`src/hw/rtl/lsr_pkg.sv`:
```
// Shared widths and types for the linear setpoint ramp.
package lsr_pkg;

  localparam int VALUE_W    = 32;
  localparam int STEP_W     = 33;
  localparam int PERIOD_W   = 16;
  localparam int DIVIDEND_W = 33;
  localparam int DIVISOR_W  = 32;
  localparam int DIV_CNT_W  = 6;

  localparam logic [PERIOD_W-1:0] PERIOD_RESET = 16'd1000;

  typedef struct packed {
    logic                  start;
    logic [DIVIDEND_W-1:0] dividend;
    logic [DIVISOR_W-1:0]  divisor;
  } lsr_div_req_t;

endpackage

```
`src/hw/rtl/lsr_div.sv`:
```
// Bit-serial restoring divider: one quotient bit per cycle, unsigned operands.
module lsr_div
  import lsr_pkg::*;
(
  input  logic                  clk,
  input  logic                  rst,
  input  lsr_div_req_t          req,
  output logic                  done,
  output logic [DIVIDEND_W-1:0] quotient
);

  logic [DIVIDEND_W-1:0] quo;
  logic [DIVISOR_W-1:0]  rem;
  logic [DIVISOR_W-1:0]  divisor;
  logic [DIV_CNT_W-1:0]  cnt;
  logic                  running;

  logic [DIVISOR_W:0]    trial;
  logic [DIVISOR_W:0]    trial_sub;
  logic                  fits;

  assign trial     = {rem, quo[DIVIDEND_W-1]};
  assign trial_sub = trial - {1'b0, divisor};
  assign fits      = trial >= {1'b0, divisor};
  assign quotient  = quo;

  always_ff @(posedge clk) begin
    if (rst) begin
      running <= 1'b0;
      done    <= 1'b0;
      cnt     <= '0;
    end else begin
      done <= 1'b0;
      if (req.start) begin
        running <= 1'b1;
        cnt     <= DIV_CNT_W'(DIVIDEND_W);
      end else if (running) begin
        cnt <= cnt - 1'b1;
        if (cnt == DIV_CNT_W'(1)) begin
          running <= 1'b0;
          done    <= 1'b1;
        end
      end
    end
  end

  // datapath: shift the next dividend bit into the remainder, keep it if the divisor fits
  always_ff @(posedge clk) begin
    if (req.start) begin
      quo     <= req.dividend;
      rem     <= '0;
      divisor <= req.divisor;
    end else if (running) begin
      quo <= {quo[DIVIDEND_W-2:0], fits};
      rem <= fits ? trial_sub[DIVISOR_W-1:0] : trial[DIVISOR_W-1:0];
    end
  end

endmodule

```
`src/hw/rtl/linear_setpoint_ramp_top.sv`:
```
// Linear ramp generator in signed Q16.16, one result per input tick.
// A stepping, finishing or idle tick passes ST_DECIDE, then ST_EMIT, which registers the
//   result once the output is free; a planning tick runs ramp_time / sample_period and
//   then |diff| / ticks through one shared bit-serial divider, the second only if ticks > 0.
// Throughput: one tick at a time; the next tick is taken once the result is registered.
// Reset (synchronous): idle, value 0, step 0, no ticks left, sample_period 1000.
module linear_setpoint_ramp_top
  import lsr_pkg::*;
(
  input  logic                       clk,
  input  logic                       rst,
  input  logic                       cfg_valid,
  output logic                       cfg_ready,
  input  logic [PERIOD_W-1:0]        cfg_data,
  input  logic                       item_valid,
  output logic                       item_stall,
  input  logic signed [VALUE_W-1:0]  target,
  input  logic [VALUE_W-1:0]         ramp_time,
  output logic                       result_valid,
  input  logic                       result_stall,
  output logic signed [VALUE_W-1:0]  current_value,
  output logic                       done_res
);

  typedef enum logic [2:0] {
    ST_IDLE,
    ST_DECIDE,
    ST_DIV_TICKS,
    ST_DIV_STEP,
    ST_EMIT
  } state_t;

  state_t state;

  logic [PERIOD_W-1:0]       sample_period;
  logic                      busy;
  logic [VALUE_W-1:0]        ticks_left;
  logic signed [STEP_W-1:0]  step_size;
  logic signed [VALUE_W-1:0] value_reg;
  logic                      done_q;

  logic signed [VALUE_W-1:0] target_q;
  logic [VALUE_W-1:0]        ramp_q;
  logic signed [STEP_W-1:0]  diff_q;
  logic [VALUE_W-1:0]        ticks_q;

  lsr_div_req_t              div_req;
  logic                      div_done;
  logic [DIVIDEND_W-1:0]     div_quo;

  logic signed [STEP_W:0]    sum;
  logic signed [VALUE_W-1:0] sum_sat;
  logic [DIVIDEND_W-1:0]     diff_mag;
  logic                      out_free;

  assign item_stall = (state != ST_IDLE);
  assign cfg_ready  = (state == ST_IDLE);
  assign out_free   = !result_valid || !result_stall;

  assign sum = {{2{value_reg[VALUE_W-1]}}, value_reg} + {step_size[STEP_W-1], step_size};
  always_comb begin
    if (sum[STEP_W] != sum[VALUE_W-1] || sum[STEP_W-1] != sum[VALUE_W-1]) begin
      sum_sat = sum[STEP_W] ? {1'b1, {(VALUE_W-1){1'b0}}} : {1'b0, {(VALUE_W-1){1'b1}}};
    end else begin
      sum_sat = sum[VALUE_W-1:0];
    end
  end

  assign diff_mag = diff_q[STEP_W-1] ? DIVIDEND_W'(-diff_q) : DIVIDEND_W'(diff_q);

  lsr_div u_div (
    .clk      (clk),
    .rst      (rst),
    .req      (div_req),
    .done     (div_done),
    .quotient (div_quo)
  );

  always_ff @(posedge clk) begin
    if (cfg_valid && cfg_ready) begin
      sample_period <= cfg_data;
    end
    if (rst) begin
      sample_period <= PERIOD_RESET;
    end
  end

  always_ff @(posedge clk) begin
    if (rst) begin
      state         <= ST_IDLE;
      busy          <= 1'b0;
      ticks_left    <= '0;
      step_size     <= '0;
      value_reg     <= '0;
      done_q        <= 1'b0;
      result_valid  <= 1'b0;
      div_req.start <= 1'b0;
    end else begin
      div_req.start <= 1'b0;
      if (result_valid && !result_stall) begin
        result_valid <= 1'b0;
      end
      unique case (state)
        ST_IDLE: begin
          if (item_valid) begin
            target_q <= target;
            ramp_q   <= ramp_time;
            state    <= ST_DECIDE;
          end
        end
        ST_DECIDE: begin
          done_q <= 1'b0;
          diff_q <= {target_q[VALUE_W-1], target_q} - {value_reg[VALUE_W-1], value_reg};
          if (busy && ticks_left <= VALUE_W'(1)) begin
            value_reg  <= target_q;
            busy       <= 1'b0;
            ticks_left <= '0;
            done_q     <= 1'b1;
            state      <= ST_EMIT;
          end else if (busy) begin
            value_reg  <= sum_sat;
            ticks_left <= ticks_left - 1'b1;
            state      <= ST_EMIT;
          end else if (value_reg == target_q) begin
            state <= ST_EMIT;
          end else if (sample_period == '0) begin
            // zero period gives zero ticks: jump to target
            value_reg <= target_q;
            step_size <= '0;
            done_q    <= 1'b1;
            state     <= ST_EMIT;
          end else begin
            div_req.start    <= 1'b1;
            div_req.dividend <= {1'b0, ramp_q};
            div_req.divisor  <= DIVISOR_W'(sample_period);
            state            <= ST_DIV_TICKS;
          end
        end
        ST_DIV_TICKS: begin
          if (div_done) begin
            ticks_q <= div_quo[VALUE_W-1:0];
            if (div_quo == '0) begin
              value_reg <= target_q;
              step_size <= '0;
              done_q    <= 1'b1;
              state     <= ST_EMIT;
            end else begin
              div_req.start    <= 1'b1;
              div_req.dividend <= diff_mag;
              div_req.divisor  <= div_quo[VALUE_W-1:0];
              state            <= ST_DIV_STEP;
            end
          end
        end
        ST_DIV_STEP: begin
          if (div_done) begin
            // truncate toward zero: divide magnitudes, restore sign
            step_size  <= diff_q[STEP_W-1] ? STEP_W'(-div_quo) : STEP_W'(div_quo);
            ticks_left <= ticks_q;
            busy       <= 1'b1;
            state      <= ST_EMIT;
          end
        end
        ST_EMIT: begin
          if (out_free) begin
            current_value <= value_reg;
            done_res      <= done_q;
            result_valid  <= 1'b1;
            state         <= ST_IDLE;
          end
        end
        default: state <= ST_IDLE;
      endcase
    end
  end

  a_accept_to_decide: assert property (@(posedge clk) disable iff (rst)
    item_valid && !item_stall |=> state == ST_DECIDE)
    else $error("accepted transaction did not enter decision");

  a_busy_has_ticks: assert property (@(posedge clk) disable iff (rst)
    busy |-> ticks_left != '0)
    else $error("ramp running with no ticks left");

  a_div_done_state: assert property (@(posedge clk) disable iff (rst)
    div_done |-> state == ST_DIV_TICKS || state == ST_DIV_STEP)
    else $error("divider finished outside a division state");

  a_emit_loads: assert property (@(posedge clk) disable iff (rst)
    state == ST_EMIT && out_free |=> result_valid && state == ST_IDLE)
    else $error("result not registered on emit");

endmodule

```
`config.mk`:
```
export PLATFORM = sky130hd
export DESIGN_NAME = linear_setpoint_ramp_top
export DESIGN_NICKNAME = d
export VERILOG_FILES = /design/src/hw/rtl/lsr_pkg.sv /design/src/hw/rtl/lsr_div.sv /design/src/hw/rtl/linear_setpoint_ramp_top.sv
export SDC_FILE = /design/constraint.sdc
export NUM_CORES = 1
export LEC_CHECK = 0
export BUFFER_PORTS_ARGS = -buffer_cell sky130_fd_sc_hd__buf_2
export CORE_MARGIN = 2
export CORE_UTILIZATION = 32
export DETAILED_ROUTE_END_ITERATION = 7
export SYNTH_ARGS = -nofsm -noshare
export SYNTH_HDL_FRONTEND = slang
export SYNTH_HIERARCHICAL = 1
export SYNTH_SLANG_ARGS = --single-unit
```
`constraint.sdc`:
```
create_clock -name clk -period 12.2 [get_ports clk]
set_input_delay 1.22 -clock clk [delete_from_list [all_inputs] [get_ports clk]]
set_output_delay 1.22 -clock clk [all_outputs]
set_load 0.02 [all_outputs]
```
==> out/qor.csv, run 1 <==
metric,value,unit
outcome,completed,
crit_family,simple AND/OR/NAND/NOR gates,
area_growth,14.12,%
critical_path_arrival,5.63,ns
swShare,29.00,%
max_freq,195.4,MHz
grt_pass1_wl,104.2,mm
grt_pass1_vias,17930,
h-tree-depth,2,
rrSetupSlack,7.08,ns
cts_buffer_depth,3,
total_power,4368,µW
report.final.hold_viol_count,0,
crit_type,flip-flop to flip-flop,
drive_gt1_share,12.18,%
root_buffer,clkbuf_16,
maxSlewViolCount,0,
rsz0062_at_grt,false,
drc,0,
portBuffers,120,
tns,0,ns
grt_max_degree,76,
setup_viol,0,
finalWirelength,67.22,mm
place_area,0.02546,mm²
diodes,0,
initial_utilization,32.21,%
crit_path_top_delay_cell,or4_4,
drt-wirelength-per-cell,19.63,µm
syn_inst,2342,
p_per_area,160.2,mW/mm²
max_stage_delay,0.61,ns
yosys_warnings,6,
final_util,36.76,%
cp_common_cell,or4_4,
worst_pin_slew,1.182,ns
synth_cell_types,85,
path_max_fanout,46,
antenna_found_initial,0,
worstPathCellList,or4_4 > nor2_4 > nand4_1 > or4_4 > or4_4 > or4_4 > nor3_1 > ha_1 > nand3_1 > a21o_1 > buf_4 > nor2_1 > o2111ai_1 > o22ai_1,
first_pass_iters,5,
boundaryPins,121,
p_leak,0.009957,µW
cts_tree,built,
min_period,5.118,ns
post-dp-hpwl,48.56,mm
clock_sinks,452,
syn_area_per_cell,10.20,µm²
synth_edf_count,292,
maxSlewHeadroom,21.14,%
p_clk_share,38.2,%
drt_iter0_drc,1706,
fin_cells,3424,
worst_ep_required_time,12.72,ns
grt_usage,17.10,%
place_inst,3328,
mappedNetlistNets,2534,
drv_cap,0,
path_buf_inv,1,
clock_latency,0.60,ns
switching_power,1267,µW
start_kind,flip-flop,
core-area,0.07420,mm²
combPwrFrac,20.0,%
std_cell_rows,100,
async_flop_share,0,%
routabilityCongestion,0.9055,
cts_resized,0,
die_w,277.3,µm
via_per_inst,5.392,
top_register,div_req,
intPower,3101,µW
post-route-period-util,41.95,%
seq_area_frac_synth,50.09,%
path_clk_slew,0.06,ns
cts_buffers,51,
hp-class,flip-flop to flip-flop,
die-height,277.3,µm
largest_register_ffs,66,
nets,2604,
fin_area,0.02727,mm²
ys_ff_latch,452,
power_frac_seq,41.8,%
cts_hold_buf,0,
dieArea,0.07689,mm²
synth_ff_type,edfxtp_1,
ant_nets,0,
fin_worst_skew,0.01639,ns
num_vias,18460,
ir_drop,0.1125,mV
cts_setup_buffers,0,
end_kind,flip-flop,
grt_overflow,0,
synthesis.area,0.02390,mm²
Yosys cell counts (44+ instances only):
library cell	instances	area, µm²
o21ai_0	119	595.6
ha_1	104	1301
edfxtp_1	292	8768
dfxtp_1	160	3203
xor2_1	44	385.4
nor2_1	204	765.7
a21oi_1	152	760.7
a22o_1	49	429.2
nor3_1	57	285.3
inv_1	103	386.6
nand2_1	205	769.5
a211oi_1	48	360.4
clkbuf_1	111	416.7
xnor2_1	106	928.4
cell families after synthesis:
family | synth area share [%]
mux | 1.785
simple gates | 15.09
compound gates | 18.21
fa+ha+maj | 5.696
xor+xnor | 5.497
buf+inv | 3.633
flops | 50.09
metal layers:
layer  vias to the layer above  share of wire (%)  GRT usage, %
met5                         -                  0             0
met4                         0                2.2         4.822
met3                        94                5.7         2.181
met2                       565                 46         28.09
met1                      8944                 46         23.61
li1                       8860                  -             -
power groups by stage:
stage | Clock [µW] | Combinational (µW) | Sequential (µW)
2_1_floorplan | 0 | 680 | 1820
3_3_place_gp | 0 | 849 | 1860
6_report | 1670 | 873 | 1830
4_1_cts | 1700 | 874 | 1830
5_1_grt | 1760 | 975 | 1840
3_5_place_dp | 0 | 869 | 1860
path summary, 6_finish.rpt:
path,start,endpoint,cells after the start
max,u_div/quotient[6],value_reg[30],14
min,div_req[6],u_div/divisor[6],0
max reg2reg,u_div/quotient[6],value_reg[30],14
min reg2reg,div_req[6],u_div/divisor[6],0
final cells by class:
| type | count | area, µm² |
|---|---|---|
| Fill cell | 7299 | 46920 |
| Sequential cell | 452 | 11980 |
| Multi-Input combinational cell | 1662 | 11120 |
| Clock buffer | 69 | 1406 |
| Tap cell | 969 | 1212 |
| Timing Repair Buffer | 141 | 760.7 |
| Clock inverter | 27 | 409.1 |
| Inverter | 104 | 390.4 |
worst register-to-register path, delay by kind of cell (launching register included):
kind	cells	cell delay, ns
AOI/OAI and AO/OA	3	0.59
adders and majority gates	1	0.29
buffers and inverters	1	0.26
DFF	1	0.51
and+or+nand+nor	9	3.39
cell usage in the layout, fill, tap and decap left out, types with 21 or more instances in the layout:
master and n:
nor4_1 26, a22o_1 49, dfxtp_1 158, edfxtp_1 292, o21ai_0 119, ha_1 104, o41ai_1 26, nand3b_1 32
nand3_1 30, nand2b_1 28, nor2_1 200, a22oi_1 35, mux2_2 33, inv_1 103, a211oi_1 48, a21o_1 37
clkbuf_16 53, nand4_1 24, buf_4 22, xnor2_1 106, nor3_1 55, nand2_1 205, and2_1 26, buf_2 119
a311oi_1 21, xor2_1 44, a21oi_1 152
stage by stage:
step	hold WS, ns	setup WS, ns
2_1_floorplan	0.4003	2.812
3_3_place_gp	0.4022	7.297
3_5_place_dp	0.4045	7.151
4_1_cts	0.4177	7.125
5_1_grt	0.4259	6.753
6_report	0.4154	7.082
Note: power is estimated with default switching activity, not from simulation.
==> run 2: changes to the inputs <==
Settings changed: ABC_AREA from default to 1.
Clock period 12.2 ns to 4.54 ns, I/O delays scaled along.
==> run 2 against run 1 <==
Routed wire length up 17%. Register-to-register slack got worse by 6.2 ns. Synthesized cell count up 47%. Synthesized area up 11%. Power rose to 3.4 times the previous value. Core utilization fell by 0.29 points. Worst setup slack worse by 6.2 ns. First-iteration DRC count up 2.9%. Clock power rose by 140%. Sequential power increased to 3.2 times the previous value. Critical path depth is 2 higher. Largest cell class is now multi-input combinational cells.
==> out/qor.csv, run 2 <==
metric,value,unit,change
dieArea,0.08512,mm²,+11%
synth_cell_types,57,,-33%
ant_nets,0,,unchanged
start_kind,flip-flop,,
final_util,36.47,%,-0.29 points
boundaryPins,121,,unchanged
final_cell_mix,"nand2_1 (981), inv_1 (510), edfxtp_1 (292)",,
grt_pass1_vias,21460,,+20%
worstPathCellList,inv_1 > ha_1 > inv_1 > nor2_2 > nand3_1 > nor2_1 > nand3_1 > nor2_2 > nand3_1 > nor3_1 > ha_1 > or2_1 > nor2_1 > inv_2 > buf_4 > o22ai_1,,
synthesis.area,0.02650,mm²,+11%
area_growth,12.83,%,
clock_latency,0.60,ns,about the same
cts_setup_buffers,0,,unchanged
grt_pass1_wl,121.2,mm,+16%
std_cell_rows,105,,+5.0%
p_leak,0.01353,µW,+36%
die_w,291.7,µm,+5.2%
grt_overflow,0,,unchanged
fin_worst_skew,0.03772,ns,+0.02133 ns
hp-class,input port to flip-flop,,
drt-wirelength-per-cell,16.96,µm,-14%
path_clk_slew,0.06,ns,about the same
clock_sinks,452,,unchanged
async_flop_share,0,%,unchanged
cts_hold_buf,5,,+5
post-dp-hpwl,60.18,mm,+24%
finalWirelength,78.82,mm,+17%
synth_edf_count,292,,unchanged
drv_cap,0,,unchanged
worstRegToRegCells,16,,+2
path_max_fanout,28,,-39%
cts_tree,built,,
setup_viol,0,,unchanged
report.final.hold_viol_count,0,,unchanged
cp-startpoint,u_div/quotient[0],,
yosysMostFrequentCell,nand2_1,,
top_register,div_req,,
max_freq,271.5,MHz,+39%
p_per_area,501.2,mW/mm²,+210%
yosys_warnings,6,,unchanged
worst_ep_required_time,4.86,ns,-7.86 ns
cts_buffer_depth,3,,unchanged
root_buffer,clkbuf_16,,
crit_path_top_delay_cell,edfxtp_1,,
rsz0062_at_grt,false,,
post-route-period-util,81.14,%,+39 points
r2r-start,u_div/quotient[0],,
mappedNetlistNets,3624,,+43%
min_to,target_q[6],,
initial_utilization,32.32,%,+0.11 points
grt_usage,18.06,%,+0.95 points
routabilityCongestion,0.9621,,+6.3%
antenna_found_initial,0,,unchanged
holdWs,0.02560,ns,-0.3898 ns
crit_type,flip-flop to flip-flop,,
die-height,291.7,µm,+5.2%
end_kind,flip-flop,,
critical_path_arrival,4.00,ns,-1.63 ns
portBuffers,120,,unchanged
hold_path_depth,1,,+1
drc,0,,unchanged
ir_drop,0.3619,mV,+220%
diodes,0,,unchanged
cts_resized,0,,unchanged
seq_area_frac_synth,45.18,%,-4.9 points
rrSetupSlack,0.86,ns,-6.23 ns
ys_ff_latch,452,,unchanged
place_ws,0.8878,ns,-6.263 ns
maxSlewViolCount,0,,unchanged
synth_largest_type_area_fraction,33.09,%,-3.6 points
synth_ff_type,edfxtp_1,,
drt_iter0_drc,1755,,+2.9%
max_stage_delay,0.48,ns,-0.13 ns
first_pass_iters,5,,unchanged
ys_top_cells_by_area,"edfxtp_1 (33%), nand2_1 (14%), dfxtp_1 (12%)",,
netlist_top_cells_count,"nand2_1 (981), inv_1 (510), a21oi_1 (292), edfxtp_1 (292), nor2_1 (221)",,
via_per_inst,4.853,,-10%
outcome,completed,,
cts_buffers,50,,-2.0%
drive_gt1_share,9.170,%,-3.0 points
syn_inst,3432,,+47%
nets,3727,,+43%
worst_pin_slew,1.041,ns,-0.1407 ns
tns,0,ns,unchanged
setup_slack,0.8564,ns,-6.226 ns
grt_max_degree,68,,-11%
core-area,0.08198,mm²,+10%
syn_area_per_cell,7.720,µm²,-24%
maxSlewHeadroom,30.53,%,+9.4 points
synth_top_area_cell,edfxtp_1,,
h-tree-depth,2,,unchanged
num_vias,22550,,+22%
layout_commonest_cell,nand2_1,,
min_period,3.684,ns,-1.434 ns
r2r-end,div_req[13],,
min_from,target[6],,
largest_register_ffs,66,,unchanged
cp_common_cell,nand3_1,,
run 2: cell types whose count changed after synthesis, moves of 33 or more:
cell,delta
inv_1,+407
clkbuf_1,-58
nand4_1,+40
nand2_1,+776
a22o_1,-48
a21oi_1,+140
nand3_1,+188
a211oi_1,-45
xnor2_1,-73
a22oi_1,-33
mux2_2,-33
run 2: logic make-up after synthesis:
kind of cell               after synthesis  share of synthesized area [%]
xor gates and xnor gates                90                          2.975
adders and majority gates              107                          5.138
AOI/OAI and AO/OA                      511                          10.51
buffers and inverters                  628                          9.402
and+or+nand+nor                       1644                          26.79
DFF                                    452                          45.18
run 2: worst max-delay path, delay by kind of cell, from the launching register on:
family	cells	cell delay (ns)
flops	1	0.48
simple gates	9	1.34
compound gates	1	0.13
fa+ha+maj	2	0.41
buf+inv	4	1.00
run 2: routing by layer:
metal	wire length [µm]	part of all wire [%]	global-route usage (%)
met5	0	0	0
met4	2318	2.9	5.708
met1	35900	46	24.44
met3	4136	5.2	2.078
met2	36470	46	30.12
run 2: layout make-up:
class / count / area (µm²)
clock buffer: 69 / 1353
clock inverter: 25 / 276.5
fill: 8614 / 52080
inverter: 526 / 1974
multi-input combinational: 2352 / 12100
sequential: 452 / 11970
tap: 1070 / 1339
timing repair buffer: 153 / 880.8
run 2: report_power, final:
part	switching (µW)	internal (µW)	total (µW)	leakage (µW)
sequential	624	5300	5920	0.00399
clock	1710	2330	4050	0.000795
combinational	3550	1470	5020	0.00874
run 2: worst max-delay path by stage:
stage / endpoint / depth (start not counted)
5_1_grt: div_req[6] / 16
4_1_cts: div_req[6] / 16
3_3_place_gp: div_req[4] / 16
3_5_place_dp: div_req[13] / 16
2_1_floorplan: div_req[0] / 16
6_report: div_req[13] / 16
run 2: through the flow:
| step | cell area, µm² | total power, µW | instances |
|---|---|---|---|
| 2_1_floorplan | 26500 | 9219 | 3432 |
| 3_3_place_gp | 28190 | 10960 | 4545 |
| 3_5_place_dp | 28190 | 10970 | 4545 |
| 4_1_cts | 29860 | 15060 | 4644 |
| 5_1_grt | 29890 | 15850 | 4647 |
| 6_report | 29890 | 14980 | 4647 |
